<file path="src/rtl/core/cdc_pkg.sv">
package cdc_pkg;

  localparam int QUALIFY_RUN = 4;
  localparam int HIST_W = 8;
  localparam int TIMEOUT_W = 16;
  localparam logic [TIMEOUT_W-1:0] TIMEOUT_RESET = 16'd2000;

  localparam logic [HIST_W-1:0] ACTIVE_MASK =
    (QUALIFY_RUN >= HIST_W) ? {HIST_W{1'b1}} : HIST_W'((1 << QUALIFY_RUN) - 1);
  // history bit is 1 for an inactive sample: old samples inactive, newest run active
  localparam logic [HIST_W-1:0] EVENT_PATTERN = ~ACTIVE_MASK;

  typedef struct packed {
    logic [HIST_W-1:0]    go_hist;
    logic [HIST_W-1:0]    clr_hist;
    logic [HIST_W-1:0]    sense_hist;
    logic                 card;
    logic [TIMEOUT_W-1:0] elapsed;
    logic                 fault;
    logic                 motor;
    logic                 led;
  } cdc_state_t;

  typedef struct packed {
    logic game_over;
    logic clear_alert;
    logic card_sense;
  } cdc_pins_t;

  function automatic logic [HIST_W-1:0] shift_hist(input logic [HIST_W-1:0] hist,
                                                   input logic inactive);
    shift_hist = {hist[HIST_W-2:0], inactive};
  endfunction

endpackage

</file>
<file path="src/rtl/core/cdc_step.sv">
module cdc_step (
  input  cdc_pkg::cdc_state_t       cur,
  input  cdc_pkg::cdc_pins_t        pins,
  input  logic [cdc_pkg::TIMEOUT_W-1:0] timeout,
  output cdc_pkg::cdc_state_t       nxt
);

  logic [cdc_pkg::HIST_W-1:0] sense_shifted;

  always_comb begin
    nxt = cur;
    sense_shifted = cdc_pkg::shift_hist(cur.sense_hist, pins.card_sense);

    nxt.go_hist = cdc_pkg::shift_hist(cur.go_hist, ~pins.game_over);
    if (nxt.go_hist == cdc_pkg::EVENT_PATTERN) begin
      nxt.card = 1'b1;
    end

    nxt.clr_hist = cdc_pkg::shift_hist(cur.clr_hist, pins.clear_alert);
    if (nxt.clr_hist == cdc_pkg::EVENT_PATTERN && cur.fault) begin
      nxt.fault = 1'b0;
      nxt.led   = 1'b0;
    end

    // dispensing tick: count, run motor, watch the card sensor, raise the timeout fault
    if (!nxt.fault && nxt.card) begin
      nxt.elapsed    = cur.elapsed + 1'b1;
      nxt.motor      = 1'b1;
      nxt.sense_hist = sense_shifted;
      if (sense_shifted == cdc_pkg::EVENT_PATTERN) begin
        nxt.card    = 1'b0;
        nxt.elapsed = '0;
        nxt.motor   = 1'b0;
      end
      if (nxt.elapsed >= timeout) begin
        nxt.motor   = 1'b0;
        nxt.led     = 1'b1;
        nxt.elapsed = '0;
        nxt.fault   = 1'b1;
      end
    end
  end

endmodule

</file>
<file path="src/rtl/core/card_dispense_controller_unit.sv">
// Card dispenser controller. Each input word is one timer tick with three raw pin
// levels; each tick yields one output word holding the motor, alert lamp, timeout
// fault and card-waiting flags as they stand after that tick. One tick is taken
// every clock cycle while the output is not stalled; a word's result passes from the
// input register to the result register, which the state update loads when the
// output is free. The timeout register is written through the cfg channel, which is
// always ready, and should be changed only while no ticks are in flight.
module card_dispense_controller_unit (
  input  logic       clk,
  input  logic       rst,
  input  logic       s_axis_tvalid,
  output logic       s_axis_tready,
  input  logic [7:0] s_axis_tdata,   // game_over_level, clear_alert_level, card_sense_level
  output logic       m_axis_tvalid,
  input  logic       m_axis_tready,
  output logic [7:0] m_axis_tdata,   // motor_run, alert_led, timeout_error, card_waiting
  input  logic       cfg_valid,
  output logic       cfg_ready,
  input  logic [15:0] cfg_data       // dispense_timeout
);

  logic                              in_valid;
  cdc_pkg::cdc_pins_t                in_pins;
  logic [cdc_pkg::TIMEOUT_W-1:0]     timeout;
  cdc_pkg::cdc_state_t               st;
  cdc_pkg::cdc_state_t               st_next;
  logic                              out_free;
  logic                              advance;
  logic [3:0]                        out_bits;

  assign out_free      = !m_axis_tvalid || m_axis_tready;
  assign advance       = in_valid && out_free;
  assign s_axis_tready = !in_valid || out_free;
  assign cfg_ready     = 1'b1;

  always_ff @(posedge clk) begin
    if (rst) begin
      timeout <= cdc_pkg::TIMEOUT_RESET;
    end else if (cfg_valid && cfg_ready) begin
      timeout <= cfg_data;
    end
  end

  // input register
  always_ff @(posedge clk) begin
    if (rst) begin
      in_valid <= 1'b0;
    end else if (s_axis_tready) begin
      in_valid <= s_axis_tvalid;
    end
  end

  always_ff @(posedge clk) begin
    if (s_axis_tready && s_axis_tvalid) begin
      in_pins.game_over   <= s_axis_tdata[0];
      in_pins.clear_alert <= s_axis_tdata[1];
      in_pins.card_sense  <= s_axis_tdata[2];
    end
  end

  cdc_step u_step (
    .cur     (st),
    .pins    (in_pins),
    .timeout (timeout),
    .nxt     (st_next)
  );

  always_ff @(posedge clk) begin
    if (rst) begin
      st <= '0;
    end else if (advance) begin
      st <= st_next;
    end
  end

  always_ff @(posedge clk) begin
    if (rst) begin
      m_axis_tvalid <= 1'b0;
    end else if (out_free) begin
      m_axis_tvalid <= in_valid;
    end
  end

  always_ff @(posedge clk) begin
    if (advance) begin
      out_bits <= {st_next.card, st_next.fault, st_next.led, st_next.motor};
    end
  end

  assign m_axis_tdata = {4'b0000, out_bits};

`ifndef NO_ASSERTIONS
  a_led_tracks_fault: assert property (@(posedge clk) disable iff (rst)
    st.led == st.fault) else $error("alert lamp out of step with fault");

  a_no_motor_in_fault: assert property (@(posedge clk) disable iff (rst)
    !(st.motor && st.fault)) else $error("motor running while faulted");

  a_motor_needs_card: assert property (@(posedge clk) disable iff (rst)
    st.motor |-> st.card) else $error("motor running with no card pending");

  a_in_word_held: assert property (@(posedge clk) disable iff (rst)
    (in_valid && !out_free) |=> (in_valid && $stable(in_pins)))
    else $error("stalled input word lost");
`endif

endmodule
</file>
<file path="config.mk">
export PLATFORM = sky130hd
export DESIGN_NAME = card_dispense_controller_unit
export DESIGN_NICKNAME = d
export VERILOG_FILES = /design/src/rtl/core/cdc_pkg.sv /design/src/rtl/core/cdc_step.sv /design/src/rtl/core/card_dispense_controller_unit.sv
export SDC_FILE = /design/constraint.sdc
export NUM_CORES = 1
export LEC_CHECK = 0
export BUFFER_PORTS_ARGS = -buffer_cell sky130_fd_sc_hd__buf_4
export CAP_MARGIN = 20
export CORE_AREA = 3 3 82 84
export DETAILED_ROUTE_END_ITERATION = 12
export DIE_AREA = 0 0 85 87
export PLACE_DENSITY_LB_ADDON = 0.2
export SYNTH_ARGS = -nofsm -noshare
export SYNTH_HDL_FRONTEND = slang
export SYNTH_SLANG_ARGS = --single-unit
</file>
<file path="constraint.sdc">
create_clock -name clk -period 5.3 [get_ports clk]
set_clock_uncertainty 0.15 [all_clocks]
set_input_delay 1.06 -clock clk [delete_from_list [all_inputs] [get_ports clk]]
set_output_delay 1.06 -clock clk [all_outputs]
set_load 0.01 [all_outputs]
</file>
==> impl_metrics.tcl, run 1 <==
set metrics [dict create \
    status "finished clean" \
    final_common_cell "nand2_1" \
    clockRootBuffer "clkbuf_8" \
    ff2ff_setup_slack_ps 1780 \
    grt_pass1_vias 2517 \
    synth_top_cell_by_area "dfxtp_1" \
    startpoint "st[23]$_SDFFE_PP0P_" \
    portBuffers 29 \
    die_h_um 87 \
    tns_ps 0 \
    synth_enable_flop_cells 7 \
    synth_area_leaders "dfxtp_1 36%, nand2_1 8.9%, ha_1 6.4%" \
    ctsResizeCount 0 \
    drive_gt1_share_pct 12.83 \
    rows 28 \
    clk_pin_slew_ps 70 \
    syn_avg_cell_area_um2 8.359 \
    vias 2719 \
    grt_usage_pct 19.39 \
    io_pins 40 \
    report.final.slew_viol_count 0 \
    syn-cell-area_um2 3327 \
    finalSetupViolCount 0 \
    min_period_over_period_pct 66.41 \
    postCtsHoldBufs 0 \
    cts_num_sinks 66 \
    cp.arrival_ps 3550 \
    synth-seq-cells 66 \
    die_w_um 85 \
    drc_errors 0 \
    cts_buffer_depth 2 \
    die-area_um2 7395 \
    ys_seq_area_share_pct 41.82 \
    reg2reg_from "st[23]$_SDFFE_PP0P_" \
    reg2reg_depth 12 \
    postCtsSetupBuffers 0 \
    antenna_left 0 \
    final_cell_mix "79 x nand2_1, 59 x dfxtp_1, 39 x a21oi_1" \
    initial_core_util_pct 55.53 \
    path_class "register to register" \
    final_cells 496 \
    clk_latency_ps 340 \
    ir_drop_uv 210.4 \
    endpoint "out_bits[1]$_DFFE_PP_" \
    critPathMaxFanout 22 \
    wire_per_inst_um 13.54 \
    critPathLaunchType "register" \
    antenna_cells 0 \
    fin_area_um2 3739 \
    core_um2 5991 \
    syn_to_final_growth_pct 12.37 \
    dp_cells 480 \
    slew_headroom_pct 42.95 \
    drt-initial-drc-count 145 \
    ys_async_sr_fraction_pct 0 \
    r2r_end "out_bits[1]$_DFFE_PP_" \
    antenna_found_initial 0 \
    finalCriticalPeriod_ps 3520 \
    critPathRequiredTime_ps 5330 \
    place.gp.congestion 0.8604 \
    wl_mm 6.716 \
    viasPerCell 5.482 \
    grt_pass1_wl_mm 11.52 \
    dr.pass1.iters 4 \
    final_hold_viol_count 0 \
    tritoncts "built" \
    synthFlopType "dfxtp_1" \
    worstMarginPinSlew_ps 855.7 \
    p_per_area_nw_per_um2 277.3 \
    placed_area_um2 3530 \
    hp-class "register to register" \
    fin_nets 462 \
    rsz0062_at_grt "false" \
    synth_top_area_share_pct 35.50 \
    ys_types 48 \
    cts-buffers-inserted 9 \
    power.leakage_nw 1.481 \
    clock.fmax_mhz 284.1 \
    htreeDepth 3 \
    hpwl_mm 4.527 \
    grt_overflow 0 \
    cap_violations 0 \
    worst_setup_path_end_kind "register" \
    yosysWarnings 0 \
    syn_inst 398 \
    grt_max_degree 58 \
]
-- cell type report --
type / count / area, µm²
Clock inverter: 6 / 81.33
Tap cell: 75 / 93.84
Inverter: 19 / 71.32
Fill cell: 526 / 2252
Timing Repair Buffer: 30 / 225.2
Sequential cell: 66 / 1391
Multi-Input combinational cell: 290 / 1748
Clock buffer: 10 / 127.6
-- critical path, cell delays in order (launching register included) --
cell,delay [ps]
dfxtp_1,350
nand2_1,60
nor3_1,190
and4_1,650
nor2_1,170
ha_1,360
and4_1,250
nand4_1,110
o41ai_1,420
a211oi_2,60
buf_4,230
nand2b_1,180
a2bb2oi_1,170
-- how the worst min path moves through the flow --
| stage | startpoint | cells past startpoint | end | slack [ps] |
|---|---|---|---|---|
| final | st[42]$_SDFFE_PP0P_ | 2 | st[42]$_SDFFE_PP0P_ | 310 |
| after global routing | st[22]$_SDFFE_PP0P_ | 2 | st[23]$_SDFFE_PP0P_ | 340 |
| after CTS | st[42]$_SDFFE_PP0P_ | 2 | st[42]$_SDFFE_PP0P_ | 310 |
| after detailed placement | st[42]$_SDFFE_PP0P_ | 2 | st[42]$_SDFFE_PP0P_ | 300 |
| after global placement | st[42]$_SDFFE_PP0P_ | 2 | st[42]$_SDFFE_PP0P_ | 290 |
| after floorplan | in_pins[2]$_DFFE_PP_ | 1 | st[36]$_SDFFE_PP0P_ | 270 |
-- sequential cells by signal (all words and copies together) (netlist names) --
name	flops
in_pins	3
timeout	16
m_axis_tvalid	1
st	41
in_valid	1
out_bits	4
-- cells by family after synthesis --
kind of cell,synth area share (%)
simple gates,25.95
compound gates,13.46
flops,41.82
buf+inv,5.980
fa+ha+maj,6.393
xor+xnor,3.159
mux,3.009
other cells,0.2257
-- through the flow --
stage / setup WS (ps) / utilization, % / total power [W] / hold WS (ps)
after floorplan: 2197 / - / 0.0005744 / 274.7
after global placement: 1500 / 58.92 / 0.0005945 / 292.3
after detailed placement: 1474 / 58.92 / 0.0005968 / 300.8
after CTS: 1796 / 62.41 / 0.001043 / 310.8
after global routing: 1499 / 62.41 / 0.001079 / 339.9
final: 1780 / 62.41 / 0.001037 / 310.6
-- metal layers --
metal | global-route usage [%] | wire, µm | up-vias
met3 | 4.257 | 357 | 15
met5 | 0 | 0 | -
met1 | 25.43 | 3090 | 1242
met4 | 9.209 | 150 | 0
met2 | 30.44 | 3118 | 62
li1 | - | - | 1400
-- cell usage after synthesis (6+ instances only) --
cell type	count
inv_1	19
clkbuf_1	13
edfxtp_1	7
ha_1	17
dfxtp_1	59
o211ai_1	10
xor2_1	9
a21oi_1	39
nand2_1	79
nor2_1	30
mux2i_1	10
nand3_1	21
nand4_1	9
buf_4	7
nor2b_1	6
-- report_power, final --
part	leakage (nW)	total (W)	switching, W	internal, W
Combinational	0.830	0.0000621	0.0000355	0.0000266
Clock	0.105	0.000451	0.000189	0.000262
Sequential	0.545	0.000523	0.00000654	0.000517
Total	1.48	0.00104	0.000231	0.000805
Power figures use the tool's default switching activity.
==> run 2: changes to the inputs <==
Settings changed: CORE_AREA 3 3 82 84 to 3 3 84 86, DIE_AREA 0 0 85 87 to 0 0 87 89.
Clock period 5.3 ns to 3.2 ns, I/O delays scaled along.
==> run 2 against run 1 <==
Hold slack better by 2.2 ps. Final area up 8.0%. Critical endpoint is now st[5]$_SDFFE_PP0P_. Utilization up 1.2 points. Combinational power up 74%. Register-to-register slack worse by 1700 ps. Via count up 5.6%. Sequential power up 65%. Clock power up 44%.
==> impl_metrics.tcl, run 2 (synthesis gave the netlist of run 1 again) <==
set metrics [dict create \
    status "finished clean" \
    nFillCells 551 \
    postCtsHoldBufs 0 \
    hpwl_mm 5.049 \
    antenna_cells 0 \
    p_per_area_nw_per_um2 401.6 \
    die-area_um2 7743 \
    regArea_um2 1403 \
    tritoncts "built" \
    clk_latency_ps 340 \
    clkPwrFrac_pct 40.0 \
    slew_headroom_pct 59.65 \
    drive_gt1_share_pct 22.96 \
    power.internal_w 0.001246 \
    finalCriticalPeriod_ps 3115 \
    final_cell_mix "79 x nand2_1, 59 x buf_4, 54 x dfxtp_1" \
    fin_nets 494 \
    viasPerCell 5.415 \
    grt_max_degree 58 \
    hp-class "register to register" \
    worst_setup_path_end_kind "register" \
    power.leakage_nw 1.651 \
    drt-initial-drc-count 223 \
    pwr-share-seq_pct 53.3 \
    critPathMaxFanout 7 \
    clockRootBuffer "clkbuf_8" \
    regMostFlops "st" \
    largest_reg_flops 41 \
    ir_drop_uv 257.2 \
    path_class "register to register" \
    min_period_over_period_pct 97.34 \
    swShare_pct 23.14 \
    cp.arrival_ps 3220 \
    drc_errors 0 \
    grt_usage_pct 20.06 \
    cts-buffers-inserted 9 \
    report.final.slew_viol_count 0 \
    worstMarginPinSlew_ps 605.2 \
    htreeDepth 3 \
    grt_overflow 0 \
    grt_pass1_vias 2682 \
    pwr-share-comb_pct 6.6 \
    die_w_um 87 \
    cts_num_sinks 66 \
    wl_mm 7.323 \
    dr.pass1.iters 4 \
    clk_pin_slew_ps 60 \
    final_common_cell "nand2_1" \
    antenna_found_initial 0 \
    rows 29 \
    fin_total_pwr_w 0.001622 \
    vias 2870 \
    reg_top3 "st x41, timeout x16, out_bits x4" \
    cap_violations 0 \
    initial_core_util_pct 52.39 \
    p_sw_w 0.0003753 \
    finalSetupViolCount 0 \
    timing.hold.ws_ps 312.8 \
    wire_per_inst_um 13.82 \
    cts_buffer_depth 2 \
    syn_to_final_growth_pct 21.36 \
    portBuffers 29 \
    die_h_um 89 \
    critPathRequiredTime_ps 3300 \
    io_pins 40 \
    critPathLaunchType "register" \
    core_um2 6350 \
    place.gp.congestion 0.8275 \
    multiInputGateArea_um2 1803 \
    antenna_left 0 \
    fin_ws_ps 85.27 \
    clock.fmax_mhz 321.1 \
    detailedPlace.worstSlack_ps 10.86 \
    grt_pass1_wl_mm 12.34 \
    final_hold_viol_count 0 \
]
run 2: changes by cell type in the layout (fill, tap and decap cells not counted), moves of 2 or more:
| cell | previous run | this run |
|---|---|---|
| nor2_1 | 30 | 28 |
| clkbuf_8 | 9 | 12 |
| bufinv_16 | 2 | 0 |
| dfxtp_4 | 0 | 2 |
| buf_4 | 30 | 59 |
| dfxtp_2 | 0 | 3 |
| nor2_2 | 0 | 2 |
| a21oi_2 | 2 | 4 |
| clkinv_1 | 2 | 0 |
| a21oi_1 | 39 | 37 |
| dfxtp_1 | 59 | 54 |
run 2: worst max-delay path, cell delays in order, from the launching register on:
cell and delay [ps]:
dfxtp_2 350, nand3_2 110, or2_2 330, or4_4 420, a21oi_2 170, ha_1 260, and4_1 220, nand4_1 120
o41ai_2 80, a211oi_2 280, buf_6 190, buf_4 130, nand3_1 60, a21oi_1 160
run 2: repair_timing:
action,CTS,global route
buffers inserted,0,1
pin swaps,0,11
resized for setup,1,20
setup endpoints to repair,2,22
gates cloned,0,1
hold endpoints to repair,0,0
run 2: layout make-up:
| type | count | share of cell area [%] |
|---|---|---|
| multi-input cells | 290 | 44.65 |
| flip-flops and latches | 66 | 34.74 |
| repair buffers | 62 | 11.87 |
| clock buffers | 14 | 4.276 |
| well taps | 77 | 2.386 |
| inverters | 19 | 1.766 |
| clock inverters | 2 | 0.3099 |
run 2: final timing paths:
check	endpoint	depth (start not counted)	start	slack [ps]
setup / recovery	st[5]$_SDFFE_PP0P_	13	st[6]$_SDFFE_PP0P_	90
hold / removal	st[34]$_SDFFE_PP0P_	2	st[34]$_SDFFE_PP0P_	310
setup reg to reg	st[5]$_SDFFE_PP0P_	13	st[6]$_SDFFE_PP0P_	90
hold reg to reg	st[34]$_SDFFE_PP0P_	2	st[34]$_SDFFE_PP0P_	310
run 2: through the flow:
| step | utilization (%) | instances | area [µm²] | setup TNS, ps |
|---|---|---|---|---|
| 5_1_grt | 63.59 | 530 | 4038 | -55.13 |
| 3_3_place_gp | 59.37 | 512 | 3770 | 0 |
| 6_report | 63.59 | 530 | 4038 | 0 |
| 4_1_cts | 62.40 | 528 | 3963 | 0 |
| 2_1_floorplan | - | 401 | 3338 | 0 |
| 3_5_place_dp | 59.37 | 512 | 3770 | 0 |
run 2: routing by layer:
metal / track usage [%] / up-vias / share of wire [%]
met4: 5.807 / 0 / 1.0
met3: 4.424 / 7 / 4.1
met5: 0 / - / 0
li1: - / 1464 / -
met1: 27.03 / 1343 / 46
met2: 32.44 / 56 / 49
run 2: power groups by stage:
stage	Combinational, W	Clock (W)	Sequential, W
detailed placement	0.000107	0	0.000886
global route	0.000121	0.000702	0.000867
global placement	0.000104	0	0.000885
finish	0.000108	0.000649	0.000865
CTS	0.000108	0.000664	0.000867
floorplan	0.0000669	0	0.000884
==> run 3: changes to the inputs <==
Settings changed: PLACE_DENSITY set to 0.73, PLACE_DENSITY_LB_ADDON 0.2 to not set.
==> run 3 against run 2 <==
Sequential share of layout area is 0.32 points lower. Critical endpoint is now out_bits[1]$_DFFE_PP_. Non-clock buffer count down 3. Combinational power barely moved. Critical path type unchanged. Setup slack better by 5.3 ps. Sequential cell count unchanged. Clock power grew 17%.
==> impl_metrics.tcl, run 3 (synthesis gave the netlist of run 1 again) <==
set metrics [dict create \
    status "finished clean" \
    fin_nets 491 \
    cts_buffer_depth 2 \
    cts-buffers-inserted 9 \
    worstMarginPinSlew_ps 613.3 \
    wire_per_inst_um 13.83 \
    report.final.slew_viol_count 0 \
    die_w_um 87 \
    largest_reg_flops 41 \
    tritoncts "built" \
    final_cell_mix "79 x nand2_1, 56 x buf_4, 56 x dfxtp_1" \
    cts_num_sinks 66 \
    final_common_cell "nand2_1" \
    p_per_area_nw_per_um2 426.0 \
    viasPerCell 5.351 \
    hp-class "register to register" \
    critPathMaxFanout 5 \
    critPathRequiredTime_ps 3240 \
    hpwl_mm 5.002 \
    antenna_left 0 \
    clk_latency_ps 340 \
    antenna_found_initial 0 \
    antenna_cells 0 \
    drc_errors 0 \
    wl_mm 7.291 \
    ir_drop_uv 390.2 \
    place.gp.congestion 0.8422 \
    io_pins 40 \
    fin_ws_ps 90.62 \
    finalCriticalPeriod_ps 3109 \
    cp.arrival_ps 3140 \
    finalSetupViolCount 0 \
    grt_overflow 0 \
    grt_pass1_wl_mm 11.93 \
    regMostFlops "st" \
    dr.pass1.iters 4 \
    clock.fmax_mhz 321.6 \
    worst_setup_path_end_kind "register" \
    htreeDepth 3 \
    vias 2820 \
    final_hold_viol_count 0 \
    drive_gt1_share_pct 22.44 \
    path_class "register to register" \
    initial_core_util_pct 52.39 \
    detailedPlace.worstSlack_ps -63.56 \
    power.leakage_nw 1.644 \
    clockRootBuffer "clkbuf_8" \
    slew_headroom_pct 59.12 \
    postCtsHoldBufs 0 \
    die_h_um 89 \
    core_um2 6350 \
    critPathLaunchType "register" \
    clk_pin_slew_ps 80 \
    portBuffers 29 \
    syn_to_final_growth_pct 22.26 \
    die-area_um2 7743 \
    grt_max_degree 58 \
    rows 29 \
    grt_usage_pct 19.55 \
    grt_pass1_vias 2667 \
    rsz0062_at_grt "true" \
    reg_top3 "st x41, timeout x16, out_bits x4" \
    min_period_over_period_pct 97.17 \
    fin_util_pct 64.06 \
    cap_violations 0 \
    drt-initial-drc-count 174 \
]
run 3: changes by cell type in the layout (fill, tap and decap cells not counted), moves of 2 or more:
cell       delta
dfxtp_2       -2
dfxtp_1       +2
buf_4         -3
clkinv_2      +2
clkbuf_1      -2
bufinv_16     +2
ha_4          +2
clkbuf_8      -3
a21oi_1       -2
run 3: what timing repair did:
item / 4_1_cts / 5_1_grt
pin swaps: 0 / 15
setup buffers: 0 / 3
resized for setup: 3 / 21
gates cloned: 0 / 1
setup endpoints to repair: 18 / 22
endpoints found under the hold margin: 0 / 0
run 3: worst paths after layout:
path                            slack [ps]  cells after the start               endpoint               start
worst max-delay path                    90                     12  out_bits[1]$_DFFE_PP_  st[7]$_SDFFE_PP0P_
worst min-delay path                   310                      2     st[0]$_SDFFE_PP0P_  st[0]$_SDFFE_PP0P_
worst max register to register          90                     12  out_bits[1]$_DFFE_PP_  st[7]$_SDFFE_PP0P_
worst min register to register         310                      2     st[0]$_SDFFE_PP0P_  st[0]$_SDFFE_PP0P_
run 3: power by group:
part / internal, W / switching, W
combinational: 0.0000495 / 0.0000608
clock: 0.000437 / 0.000321
sequential: 0.000854 / 0.0000103
total: 0.00134 / 0.000392
run 3: critical path, cell delays in order, from the launching register on:
cell and delay [ps]:
dfxtp_4 370, nand3_2 130, or2_2 350, or4_4 440, a21oi_4 190, ha_4 150, and4_4 220, nand4_1 120
o41ai_2 270, a211oi_2 100, buf_6 150, nand2b_1 150, a2bb2oi_1 160
run 3: layout make-up:
type	count	area, µm²
clock buffers	9	123.9
inverters	19	71.32
clock inverters	7	91.34
multi-input cells	290	1822
fillers	528	2282
repair buffers	59	462.9
well taps	77	96.34
flip-flops and latches	66	1400
run 3: per-stage QoR:
step	hold slack, ps	setup TNS, ps	cell area (µm²)	std cells	power [W]
after floorplan	274.7	0	3338	401	0.0009513
after global placement	291.7	-116.8	3732	507	0.0009871
after detailed placement	304.1	-324.7	3732	507	0.0009910
after CTS	303.2	0	3958	523	0.001750
after global routing	301.6	-951.9	4068	527	0.001801
final	313.6	0	4068	527	0.001733
run 3: metal layers:
metal	vias to the layer above	global-route usage (%)	wire, µm
met5	-	0	0
met4	0	10.06	158
met3	14	3.318	355
met2	66	30.37	3409
met1	1284	26.21	3368
li1	1456	-	-
